## src/lbs_pkg.sv

```systemverilog
// ----------------------------------------------------------------------------
// lbs_pkg
// Shared types and constants for the linear blend vertex skinning engine.
// ----------------------------------------------------------------------------
package lbs_pkg;

  localparam int DEF_BONES = 64;
  localparam int WORD_W = 32;
  localparam int WORDS_PER_BONE = 12;
  localparam int ROWS_PER_BONE = 3;
  localparam int QUEUE_DEPTH = 4;
  localparam int OUT_DEPTH = 2;
  localparam logic [15:0] ONE_Q15 = 16'h8000;
  localparam logic MODE_WRITE = 1'b0;
  localparam logic MODE_SKIN = 1'b1;

  typedef struct packed {
    logic mode;
    logic err;
    logic signed [WORD_W-1:0] px;
    logic signed [WORD_W-1:0] py;
    logic signed [WORD_W-1:0] pz;
    logic [3:0][15:0] w;
    logic [3:0][7:0] bones;
    logic slot_ok;
    logic [7:0] row;
    logic [1:0] lane;
    logic signed [WORD_W-1:0] word;
  } item_t;

  typedef struct packed {
    logic signed [WORD_W-1:0] x;
    logic signed [WORD_W-1:0] y;
    logic signed [WORD_W-1:0] z;
    logic err;
    logic clip;
  } res_t;

endpackage

```

## src/lbs_front.sv

```systemverilog
// ----------------------------------------------------------------------------
// lbs_front
// Classifies incoming words: bone range check, weight clamp, slot decode.
// ----------------------------------------------------------------------------
module lbs_front import lbs_pkg::*; #(
  parameter int BONES = DEF_BONES
) (
  input  logic                     mode,
  input  logic signed [WORD_W-1:0] pos_x,
  input  logic signed [WORD_W-1:0] pos_y,
  input  logic signed [WORD_W-1:0] pos_z,
  input  logic [15:0]              weight_a,
  input  logic [15:0]              weight_b,
  input  logic [15:0]              weight_c,
  input  logic [15:0]              weight_d,
  input  logic [31:0]              bone_numbers,
  input  logic [9:0]               palette_slot,
  input  logic signed [WORD_W-1:0] palette_word,
  output item_t                    item
);

  logic [3:0][15:0] w_raw;
  logic [3:0] bad;

  assign w_raw = {weight_d, weight_c, weight_b, weight_a};

  always_comb begin
    item.mode = mode;
    item.px = pos_x;
    item.py = pos_y;
    item.pz = pos_z;
    item.bones = bone_numbers;
    for (int i = 0; i < 4; i++) begin
      item.w[i] = (w_raw[i] > ONE_Q15) ? ONE_Q15 : w_raw[i];
      bad[i] = {1'b0, bone_numbers[8*i +: 8]} >= 9'(BONES);
    end
    item.err = |bad;
    item.slot_ok = {2'b00, palette_slot} < 12'(BONES * WORDS_PER_BONE);
    item.row = palette_slot[9:2];
    item.lane = palette_slot[1:0];
    item.word = palette_word;
  end

endmodule

```

## config.mk

```make
export PLATFORM = sky130hd
export DESIGN_NAME = lbs_front
export DESIGN_NICKNAME = d
export VERILOG_FILES = /design/src/lbs_pkg.sv /design/src/lbs_front.sv
export SDC_FILE = /design/constraint.sdc
export NUM_CORES = 1
export LEC_CHECK = 0
export ABC_CLOCK_PERIOD_IN_PS = 800
export BUFFER_PORTS_ARGS = -buffer_cell sky130_fd_sc_hd__buf_4
export CAP_MARGIN = 20
export CORE_AREA = 2 2 185 187
export DETAILED_ROUTE_END_ITERATION = 10
export DIE_AREA = 0 0 187 189
export PLACE_DENSITY = 0.3
export REMOVE_ABC_BUFFERS = 1
export SETUP_SLACK_MARGIN = 0.02
export SLEW_MARGIN = 0
export SYNTH_ARGS = -nofsm -noshare
export SYNTH_HDL_FRONTEND = slang
export SYNTH_SLANG_ARGS = --single-unit
```

## constraint.sdc

```tcl
create_clock -name vclk -period 0.8
set_input_delay 0.04 -clock vclk [all_inputs]
set_output_delay 0.04 -clock vclk [all_outputs]
set_load 0.01 [all_outputs]
```

Word level (Yosys, flattened, before mapping) --
Cells that the tools add are included.
Storage, ports and cells: bits in registers 0, bits in latches 0, RAM bits 0, bits in read-only memories 0, input bits 235, output and inout port bits 237, memories 0
Cells by class: add/subtract/negate cells 0, multipliers 0, div/mod/pow operators 0, order comparisons 9, eq/ne operators 0, shifts and indexed selects 0, mux-type cells 4, bitwise operators 0, reduce and logical (&&, ||, !) cells 1
Operators by type and width (count):
- greater-than comparator 16 bit, second input constant | 4
- 2-to-1 mux 16 bit | 4
- >= comparator 8 x 7 -> 1 bit, second input constant | 4
- less-than comparator 10 bit, second input constant | 1
- OR reduction 4 bit | 1

Longest topological paths before layout --
depth in word-level cells 2, gate-level depth with buffers 2

Least setup slack after synthesis --
No wires, ideal clock.
path kind input to output, start in bone_numbers[30], end out item[235] (netlist bit), arrival 0.407 ns, data required time 0.760 ns, slack 0.353 ns, cell stages on the path 2, buffers on the path 0, cells stage by stage nor4_1 -> nand2_1
RTL lines:
- start: declaration | line lbs_front.sv:16 | input logic [31:0] bone_numbers,
- end: declaration | line lbs_front.sv:19 | output item_t item

==> flow_metrics.env <==
export IMPL_drive_above_1_share_pct=92.6
export IMPL_timing_final_setup_violations=0
export IMPL_hold_depth=0
export IMPL_ys_types=8
export IMPL_seq_cells=0
export IMPL_first_pass_iters=6
export IMPL_internal_power_mw=0.579
export IMPL_post_cts_setup_buffers=0
export IMPL_grt_start_max_net_pins=17
export IMPL_grt_pass1_vias=1406
export IMPL_power_frac_comb_pct=100.0
export IMPL_nClkBuffers=0
export IMPL_crit_required_ns=0.76
export IMPL_wl_mm=39.3
export IMPL_syn_area_um2=1860
export IMPL_maxCapViolations=0
export IMPL_core_area_um2=33300
export IMPL_area_growth_pct=19.6
export IMPL_hpwl_mm=38.4
export IMPL_place_ws_ns=0.0779
export IMPL_grtUsageTotal_pct=21.3
export IMPL_seqPwrFrac_pct=0
export IMPL_path_class="input port to primary output"
export IMPL_ctsHoldBuffers=0
export IMPL_placed_area_um2=2210
export IMPL_power_leakage_nw=0.964
export IMPL_via_count=1611
export IMPL_drc=0
export IMPL_antenna_found_initial=16
export IMPL_start_kind="input port"
export IMPL_finalSetupTns_ns=0
export IMPL_pwr_share_clk_pct=0
export IMPL_yosysWarnings=0
export IMPL_whs_endpoint="item[9]"
export IMPL_io_buffers=150
export IMPL_period_needed_ns=0.695
export IMPL_critPathCaptureType="primary output"
export IMPL_first_iter_violations=62
export IMPL_vias_per_cell=2.41
export IMPL_fin_area_um2=2220
export IMPL_die_y_um=189
export IMPL_p_sw_mw=0.390
export IMPL_tightest_slew_ns=0.229
export IMPL_synth_seq_area_share_pct=0
export IMPL_io_pin_count=472
export IMPL_start_util_pct=5.59
export IMPL_grt_pass1_wl_mm=42.7
export IMPL_ant_nets=0
export IMPL_hold_violations=0
export IMPL_place_gp_congestion=0.999
export IMPL_hold_class="input port to primary output"
export IMPL_fmax_mhz=1440
export IMPL_dieArea_um2=35300
export IMPL_grt_setup_unrepaired="false"
export IMPL_wl_per_cell_um=58.8
export IMPL_grt_ovfl_total=0
export IMPL_hold_start="palette_word[9]"
export IMPL_finalWorstSetupSlack_ns=0.105
export IMPL_nFillCells=3936
export IMPL_status="finished clean"
export IMPL_power_density_nw_per_um2=436
export IMPL_fin_nets=452
export IMPL_p_sw_share_pct=40.2
export IMPL_fin_crit_sh_pct=86.9
export IMPL_rows=67
export IMPL_seq_area_um2=0
export IMPL_crit_path_max_fanout=16
export IMPL_syn_inst=243
export IMPL_cts_resized=0
export IMPL_slew_viol_final=0
export IMPL_die_x_um=187
export IMPL_slew_headroom_pct=84.6
export IMPL_arrival_ns=0.65
export IMPL_ir_worst_vdd_v=0.000133
export IMPL_syn_avg_cell_area_um2=7.65
-- worst max-delay path, cell delays in order --
cell and delay, ns:
buf_4 0.22, and2b_2 0.25, buf_4 0.14
-- how the worst max path moves through the flow --
stage                startpoint   endpoint  slack (ns)  depth (start not counted)
2_1_floorplan  bone_numbers[30]  item[235]        0.35                          2
3_3_place_gp   bone_numbers[15]  item[235]        0.05                          4
3_5_place_dp       weight_a[15]   item[88]        0.08                          3
4_1_cts            weight_a[15]   item[88]        0.08                          3
5_1_grt            weight_a[15]   item[88]        0.06                          3
6_report           weight_a[15]   item[75]        0.11                          3
-- kinds of logic (layout without fill, tap and decap cells) --
kind of cell  after synthesis  after routing  share of synthesized area [%]
buf+inv                   179            151                           72.3
other cells                 0              6                              0
simple gates               64             64                           27.7
-- placed cells by master (no fill, tap or decap), drive strengths merged --
| cell type | count |
|---|---|
| nand2 | 2 |
| and2b | 20 |
| diode | 6 |
| buf | 151 |
| nor2b | 40 |
| nor4 | 2 |
-- Yosys cell counts (all sizes together) --
cell | number | area (um2)
clkbuf | 4 | 15.0
nor2b | 40 | 320
and2b | 20 | 175
buf | 175 | 1330
nand2 | 2 | 7.51
nor4 | 2 | 12.5
-- through the flow --
step | hold WS (ns) | utilization [%] | power [mW] | std cells
2_1_floorplan | 0.0800 | - | 0.250 | 64
6_report | 0.0801 | 6.68 | 0.969 | 669
4_1_cts | 0.0802 | 6.64 | 0.995 | 663
3_5_place_dp | 0.0802 | 6.64 | 0.991 | 663
3_3_place_gp | 0.0802 | 6.64 | 0.992 | 663
5_1_grt | 0.0801 | 6.65 | 1.04 | 664
-- layer usage --
metal	routed length (um)	part of all wire, %	global-route usage (%)	up-vias
met4	530	1.3	2.01	24
met2	18700	47	36.3	466
met1	5270	13	7.96	561
met5	344	0.87	4.40	-
li1	-	-	-	508
met3	14500	37	38.2	52
-- cell type report --
cell class | count | area [um2] | area share [%]
timing repair buffer | 151 | 1130 | 51.0
tap | 448 | 561 | 25.2
multi-input combinational | 64 | 515 | 23.2
antenna | 6 | 15.0 | 0.675
-- power groups by stage --
| stage | combinational, mW | sequential (mW) | clock, mW |
|---|---|---|---|
| after global routing | 1.04 | 0 | 0.000000167 |
| final | 0.969 | 0 | 0.00000101 |
| after floorplan | 0.250 | 0 | 0 |
| after CTS | 0.995 | 0 | 0 |
| after detailed placement | 0.991 | 0 | 0 |
| after global placement | 0.992 | 0 | 0 |
Note: power is estimated with default switching activity, not from simulation.
