### src/lbs_pkg.sv
// ----------------------------------------------------------------------------
// lbs_pkg
// Shared types and constants for the linear blend vertex skinning engine.
// ----------------------------------------------------------------------------
package lbs_pkg;

  localparam int DEF_BONES = 64;
  localparam int WORD_W = 32;
  localparam int WORDS_PER_BONE = 12;
  localparam int ROWS_PER_BONE = 3;
  localparam int QUEUE_DEPTH = 4;
  localparam int OUT_DEPTH = 2;
  localparam logic [15:0] ONE_Q15 = 16'h8000;
  localparam logic MODE_WRITE = 1'b0;
  localparam logic MODE_SKIN = 1'b1;

  typedef struct packed {
    logic mode;
    logic err;
    logic signed [WORD_W-1:0] px;
    logic signed [WORD_W-1:0] py;
    logic signed [WORD_W-1:0] pz;
    logic [3:0][15:0] w;
    logic [3:0][7:0] bones;
    logic slot_ok;
    logic [7:0] row;
    logic [1:0] lane;
    logic signed [WORD_W-1:0] word;
  } item_t;

  typedef struct packed {
    logic signed [WORD_W-1:0] x;
    logic signed [WORD_W-1:0] y;
    logic signed [WORD_W-1:0] z;
    logic err;
    logic clip;
  } res_t;

endpackage

### src/lbs_queue.sv
// ----------------------------------------------------------------------------
// lbs_queue
// Short in-order queue between the classifier and the execution unit.
// ----------------------------------------------------------------------------
module lbs_queue import lbs_pkg::*; (
  input  logic  clk,
  input  logic  rst,
  input  logic  push,
  input  item_t push_item,
  output logic  full,
  input  logic  pop,
  output logic  head_valid,
  output item_t head_item
);

  localparam int PW = $clog2(QUEUE_DEPTH);

  item_t slots [QUEUE_DEPTH];
  logic [PW-1:0] wp;
  logic [PW-1:0] rp;
  logic [PW:0] count;

  assign full = count == (PW+1)'(QUEUE_DEPTH);
  assign head_valid = count != '0;
  assign head_item = slots[rp];

  always_ff @(posedge clk) begin
    if (push) begin
      slots[wp] <= push_item;
    end
    if (rst) begin
      wp <= '0;
      rp <= '0;
      count <= '0;
    end else begin
      if (push) begin
        wp <= wp + 1'b1;
      end
      if (pop) begin
        rp <= rp + 1'b1;
      end
      count <= count + (PW+1)'(push) - (PW+1)'(pop);
    end
  end

endmodule

### config.mk
export PLATFORM = sky130hd
export DESIGN_NAME = lbs_queue
export DESIGN_NICKNAME = d
export VERILOG_FILES = /design/src/lbs_pkg.sv /design/src/lbs_queue.sv
export SDC_FILE = /design/constraint.sdc
export NUM_CORES = 1
export LEC_CHECK = 0
export BUFFER_PORTS_ARGS = -buffer_cell sky130_fd_sc_hd__buf_4
export CORE_MARGIN = 2
export CORE_UTILIZATION = 40
export CTS_CLUSTER_SIZE = 16
export DETAILED_ROUTE_END_ITERATION = 8
export HOLD_SLACK_MARGIN = 0.1
export PLACE_DENSITY_LB_ADDON = 0.15
export SYNTH_ARGS = -nofsm -noshare
export SYNTH_HDL_FRONTEND = slang
export SYNTH_SLANG_ARGS = --single-unit
### constraint.sdc
create_clock -name clk -period 11.9 [get_ports clk]
set_input_delay 2.38 -clock clk [delete_from_list [all_inputs] [get_ports clk]]
set_output_delay 2.38 -clock clk [all_outputs]
set_load 0.01 [all_outputs]
Word-level counts from Yosys, hierarchy flattened
Memory sizes are Yosys's and may differ from the RTL's. A register that Yosys moved wholly into a read port is not among the register bits.
Cells that the tools add are included.
W data, S select, Z words.

word-level totals
  register bits = 7
  output and inout port bits = 239
  memories kept = 1
  bits in writable memories = 948

operators by class
  reductions and logical operators = 1
  equal/unequal tests = 1
  muxes and demuxes = 4
  add/sub/neg operators = 4

memory list
  memory  words  width  read ports  clocked after Yosys merged registers in  wr ports  RTL line         text
  slots   4      237    1           1                                        1         lbs_queue.sv:18  item_t slots [QUEUE_DEPTH];

operator list
  operator               number
  $add A2 B1 Y2 const B  2
  $mux W2                2
  $add A3 B1 Y3          1
  $eq A3 B3 Y1 const B   1
  $reduce_bool A3 Y1     1
  $sub A3 B1 Y3          1
  $mux W1                2

Longest topological paths before layout
Gate-level depths: netlist of the first run.

  depth in word-level cells = 3
  mapped depth = 7

Worst setup path before layout of the first run
OpenSTA, ideal clock, no wires.

  path kind = input to register
  start = input port push
  end = memory slots[0][0] in the netlist's numbering, enable pin
  stages on the path = 1
  buffers on the path = 0
  data arrival time = 7.742 ns
  library setup time = 0.627 ns
  data required time = 11.273 ns
  setup slack = 3.531 ns
  cells stage by stage = and2_1

between the ends
  longest elaborated chain between the ends = 2

ends and longest elaborated chain
  what                           RTL line         text
  from (decl)                    lbs_queue.sv:8   input logic push,
  $mux W1                        lbs_queue.sv:28  if (push) begin
  $mux W1 (implied by the code)  lbs_queue.sv:29  slots[wp] <= push_item;
  to (decl)                      lbs_queue.sv:18

No other way between the ends.

==> results of run 1 <==
## tightest hold or removal path: stages, from the launching register on
cell and delay (ps):
dfxtp_1 330, nand3b_1 90, a21oi_1 70
## layer usage
metal / routed length (um) / track usage (%) / vias to the layer above
met5: 106 / 0 / -
met4: 1591 / 4.643 / 16
met3: 6102 / 5.719 / 124
met2: 35690 / 26.14 / 437
met1: 28250 / 19.79 / 8063
li1: - / - / 6667
## layout by cell type (no fill, tap or decap), types with 4 or more instances in the layout
master      count
and2_4          4
buf_12          6
buf_4         487
bufinv_16       7
clkbuf_1       25
clkbuf_16     103
clkinv_1       25
clkinv_2       11
clkinvlp_4      4
dfxtp_1         7
edfxtp_1      948
ha_1            6
inv_1           6
mux4_2        237
nor2_1          5
## path summary, 6_finish.rpt
kind / start / endpoint / slack (ps) / depth (start not counted)
setup reg to reg: wp[0] / slots[2][16] / 9240 / 4
setup / recovery: flip-flop / head_item[64] / 5480 / 4
hold reg to reg: rp[0] / flip-flop / 540 / 2
hold / removal: rp[0] / flip-flop / 540 / 2
## flip-flops by register name, summed over array words and instances (netlist names), named ones only
signal	cells
count	3
wp	2
rp	2
slots	948
## final cells by class
| class | count | area (um2) |
|---|---|---|
| antenna | 2 | 5.005 |
| clock buffer | 128 | 2671 |
| clock inverter | 53 | 506.7 |
| fill | 6985 | 43950 |
| inverter | 6 | 22.52 |
| multi-input combinational | 264 | 5585 |
| sequential | 957 | 28660 |
| tap | 1155 | 1445 |
| timing repair buffer | 493 | 3776 |
## kinds of logic (layout without fill, tap and decap cells)
kind of cell | count (synthesis) | in the layout | share of synthesized area [%]
flip-flops | 957 | 957 | 82.09
buffers and inverters | 59 | 680 | 1.940
XOR/XNOR | 3 | 3 | 0.1183
multiplexers | 238 | 238 | 15.32
AND/OR/NAND/NOR | 14 | 14 | 0.2187
AO/OA/AOI/OAI | 2 | 2 | 0.04301
other | 0 | 2 | 0
adder cells (fa/ha/maj) | 7 | 7 | 0.2725
## power by group
| part | switching (W) | internal (W) |
|---|---|---|
| clock | 0.00124 | 0.00174 |
| combinational | 0.000385 | 0.000388 |
| sequential | 0.0000419 | 0.00388 |
| total | 0.00167 | 0.00601 |
## through the flow
step | instances | instance area [um2] | utilization [%]
CTS | 3056 | 42660 | 49.25
global route | 3057 | 42660 | 49.26
finish | 3058 | 42670 | 49.26
floorplan | 1280 | 34900 | -
global placement | 2875 | 39480 | 45.58
detailed placement | 2875 | 39480 | 45.58
==> flow_metrics.tcl, run 1 <==
set metrics [dict create \
    status "complete, no violations" \
    grt_pass1_wl_um 105900 \
    grt_antenna_before_repair 9 \
    fin_skew_ps 22.84 \
    startpoint_type "flip-flop" \
    path_max_fanout 65 \
    yosysUniqueCellTypes 22 \
    root_buffer "clkbuf_16" \
    critPathKind "reg2out" \
    cts_setup_buffers 0 \
    cts_tree "built" \
    final_layout_size_suffix_gt1_share_pct 45.66 \
    pre_cts_ws_ps 6086 \
    clkTransAtPathRegs_ps 60 \
    tns_ps 0 \
    crit_top_cell "buf_4" \
    finalCritPeriodShare_pct 53.94 \
    slew_violations 0 \
    setup_viol 0 \
    nNetsFinal 2072 \
    syn_nets 1528 \
    drt_pre_antenna_iters 5 \
    dieArea_um2 89630 \
    critPathSlowestCell "dfxtp_4" \
    drc 0 \
    power.density_nw_per_um2 180.0 \
    routedWlPerCell_um 23.46 \
    totalWireLength_um 71740 \
    synthFlopType "edfxtp_1" \
    hold_buffers 0 \
    end_kind "output pin" \
    via_per_inst 5.006 \
    synth_area_leaders "edfxtp_1, mux4_2, buf_12" \
    area_growth_pct 22.26 \
    slew_headroom_pct 11.87 \
    async_flop_share_pct 0 \
    yosys_warnings 0 \
    crit_buf_inv 3 \
    arrival_ps 4040 \
    cts_buffers 102 \
    globalplace.congestion 0.7034 \
    netlist_instances 1280 \
    dp_hpwl_um 41540 \
    max_slew.worst_pin.slew_ps 1322 \
    clock_latency_ps 650 \
    start_util_pct 40.29 \
    drtAntennaViolNets 0 \
    period_needed_ps 6419 \
    io_pins 480 \
    cp.required_ps 9520 \
    cts_resized 0 \
    cp_top_family "buffers and inverters" \
    worst_slack_ps 5481 \
    path_cells "buf_4 -> buf_4 -> mux4_2 -> buf_4" \
    synth_edf_count 948 \
    clock_sinks 957 \
    vias 15310 \
    clock_tree.htree_level_count 3 \
    num_rows 108 \
    p_total_w 0.007681 \
    netlist_area_um2 34900 \
    rsz0062_at_grt "false" \
    ys_seq_area_share_pct 82.09 \
    grt_max_degree 144 \
    clockBufferDepth 3 \
    synth_top_area_share_pct 81.57 \
    overflow 0 \
    hold_viol 0 \
    whs_ps 539.3 \
    clock.fmax_ghz 0.1558 \
    die_w_um 299.4 \
    port_buffers 479 \
    synth_seq_cells 957 \
    cpPeakStageDelay_ps 910 \
    yosys.area.top_type "edfxtp_1" \
    grt_pass1_vias 16570 \
    drtIter0Drc 812 \
    drv_cap 0 \
    p_leak_nw 14.15 \
    synth_most_common_cell "edfxtp_1" \
    synth_top_cells_by_count "edfxtp_1, mux4_2, buf_12, buf_2, dfxtp_1" \
    syn_area_per_cell_um2 27.27 \
    grtUsageTotal_pct 15.86 \
    core_area_um2 86620 \
    hold_class "reg2reg" \
    die_h_um 299.4 \
    ir_worst_vdd_mv 0.1370 \
]
Power figures use the tool's default switching activity.
==> run 2: changes to the inputs <==
--- a/config.mk
+++ b/config.mk
@@ -5,6 +5,7 @@
 export SDC_FILE = /design/constraint.sdc
 export NUM_CORES = 1
 export LEC_CHECK = 0
+export ABC_AREA = 1
 export BUFFER_PORTS_ARGS = -buffer_cell sky130_fd_sc_hd__buf_4
 export CORE_MARGIN = 2
 export CORE_UTILIZATION = 40
==> constraint.sdc (replaced) <==
create_clock -name clk -period 5.3 [get_ports clk]
set_input_delay 1.06 -clock clk [delete_from_list [all_inputs] [get_ports clk]]
set_output_delay 1.06 -clock clk [all_outputs]
set_load 0.01 [all_outputs]
==> run 2 against run 1 <==
- sequential share of layout area is 4.2 points lower
- first-iteration DRC count is 98% higher
- critical endpoint is now head_item[124]
- critical path type unchanged
- register-to-register slack worse by 6600 ps
- worst setup slack lost 3900 ps
==> flow_metrics.tcl, run 2 <==
set metrics [dict create \
    synth_area_leaders "edfxtp_1, inv_1, nand2_1" \
    synth_top_cells_by_count "edfxtp_1, inv_1, nand2_1, a21oi_1, o21ai_0" \
    ir_worst_vdd_mv 0.2568 \
    totalWireLength_um 83160 \
    rsz0062_at_grt "false" \
    final_common_cell "edfxtp_1" \
    drtAntennaViolNets 0 \
    whs_ps 469.6 \
    dieArea_um2 96300 \
    cpPeakStageDelay_ps 640 \
    die_w_um 310.3 \
    fin_skew_ps 27.65 \
    synth_top_area_share_pct 75.85 \
    grt_antenna_before_repair 13 \
    grt_max_degree 235 \
    critPathSlowestCell "dfxtp_4" \
    max_slew.worst_pin.slew_ps 1169 \
    cp_top_family "buffers and inverters" \
    finalCritPeriodShare_pct 70.69 \
    switching_share_pct 22.98 \
    cts_setup_buffers 0 \
    cp.required_ps 4240 \
    synthFlopType "edfxtp_1" \
    syn_nets 3069 \
    syn_area_per_cell_um2 13.30 \
    grt_pass1_wl_um 123900 \
    cts_tree "built" \
    cts_resized 0 \
    slew_violations 0 \
    critical_path_depth 5 \
    overflow 0 \
    final_cell_mix "edfxtp_1, buf_4, inv_1" \
    final_util_pct 48.85 \
    num_rows 112 \
    final_area_um2 45520 \
    p_leak_nw 17.47 \
    comb_power_share_pct 10.2 \
    vias 22230 \
    drt_pre_antenna_iters 5 \
    start_util_pct 40.28 \
    critPathKind "reg2out" \
    synth_edf_count 948 \
    routedWlPerCell_um 17.91 \
    startpoint_type "flip-flop" \
    netlist_instances 2821 \
    clockBufferDepth 3 \
    worstHoldPathCells 1 \
    netlist_area_um2 37530 \
    grt_pass1_vias 21550 \
    async_flop_share_pct 0 \
    clockPowerShare_pct 38.5 \
    clock_sinks 957 \
    p_int_w 0.01313 \
    die_h_um 310.3 \
    yosys_warnings 0 \
    clock_latency_ps 670 \
    path_max_fanout 234 \
    yosysUniqueCellTypes 16 \
    p_total_w 0.01704 \
    cts_buffers 102 \
    largest_reg_flops 948 \
    power.share.sequential_pct 51.3 \
    power.density_nw_per_um2 374.4 \
    crit_buf_inv 2 \
    clock.fmax_ghz 0.2669 \
    drc 0 \
    setup_viol 0 \
    nNetsFinal 3549 \
    clkTransAtPathRegs_ps 50 \
    end_kind "output pin" \
    grtUsageTotal_pct 16.89 \
    drv_cap 0 \
    hold_buffers 0 \
    tns_ps 0 \
    synth_seq_cells 957 \
    top_register "slots" \
    root_buffer "clkbuf_16" \
    globalplace.congestion 0.7488 \
    final_layout_size_suffix_gt1_share_pct 19.86 \
    drtIter0Drc 1608 \
    arrival_ps 2690 \
    hold_class "reg2reg" \
    yosys.area.top_type "edfxtp_1" \
    core_area_um2 93190 \
    io_pins 480 \
    status "complete, no violations" \
    path_cells "buf_12 -> a21oi_1 -> o21ai_0 -> nand2_1 -> buf_4" \
    slew_headroom_pct 21.87 \
    area_growth_pct 21.29 \
    via_per_inst 4.787 \
    clock_tree.htree_level_count 3 \
    hold_viol 0 \
    synth_most_common_cell "edfxtp_1" \
    p_switching_w 0.003917 \
    ys_seq_area_share_pct 76.33 \
    dpl_cell_area_um2 42430 \
    port_buffers 479 \
    top_regs "slots x948, count x3" \
    fillers 8066 \
    period_needed_ps 3746 \
    reg2reg_depth 5 \
    dp_hpwl_um 50560 \
]
==> run 2: changes by cell type after synthesis, sizes merged, moves of 2 or more <==
cell,delta
and2,-4
buf,+89
nand3,+2
xnor2,-2
nand2,+482
o21ai,+241
inv,+484
a21oi,+242
o211ai,+237
clkbuf,+16
mux4,-237
nor2b,-2
==> run 2: kinds of logic after synthesis <==
kind of cell             share of synthesized area (%)
flip-flops                                       76.33
AO/OA/AOI/OAI                                    11.19
buffers and inverters                            7.337
AND/OR/NAND/NOR                                  4.887
adder cells (fa/ha/maj)                         0.2534
==> run 2: cell type report <==
type | count | area [um2] | share of cell area [%]
diodes | 7 | 17.52 | 0.03848
flip-flops and latches | 957 | 28660 | 62.95
repair buffers | 534 | 4222 | 9.274
well taps | 1254 | 1569 | 3.447
inverters | 490 | 1854 | 4.073
clock buffers | 140 | 2768 | 6.080
multi-input cells | 1216 | 6131 | 13.47
clock inverters | 46 | 306.5 | 0.6734
==> run 2: per-stage QoR <==
step | cells | setup WS, ps
finish | 4644 | 1554
global route | 4644 | 1326
CTS | 4637 | 1506
detailed placement | 4451 | 2098
global placement | 4451 | 2150
floorplan | 2821 | 231.7
==> run 2: final timing paths <==
kind | end | slack, ps | startpoint
max | head_item[124] | 1550 | flip-flop
min reg2reg | flip-flop | 470 | rp[0]
max reg2reg | slots[0][69] | 2620 | wp[0]
min | flip-flop | 470 | rp[0]
==> run 2: per-layer routing <==
layer  wire length (um)  GRT usage [%]  up-vias
met5                 72              0        -
met4               2330          6.213       10
met3               5057          4.482      146
met2              40940          28.14      492
met1              34760          21.19    10760
li1                   -              -    10820
==> run 2: worst reg2reg max path: cells and delay by family, from the launching register on <==
family                   cells  cell delay [ps]
adder cells (fa/ha/maj)      1              200
buffers and inverters        3             1580
flip-flops                   1              370
AND/OR/NAND/NOR              1              110
==> run 2: power groups by stage <==
stage / registers, W / clock network, W / logic [W]
after global routing: 0.00877 / 0.00704 / 0.00194
after floorplan: 0.00891 / 0 / 0.000871
after CTS: 0.00875 / 0.00674 / 0.00179
after detailed placement: 0.00891 / 0 / 0.00178
after global placement: 0.00889 / 0 / 0.00174
final: 0.00875 / 0.00655 / 0.00174
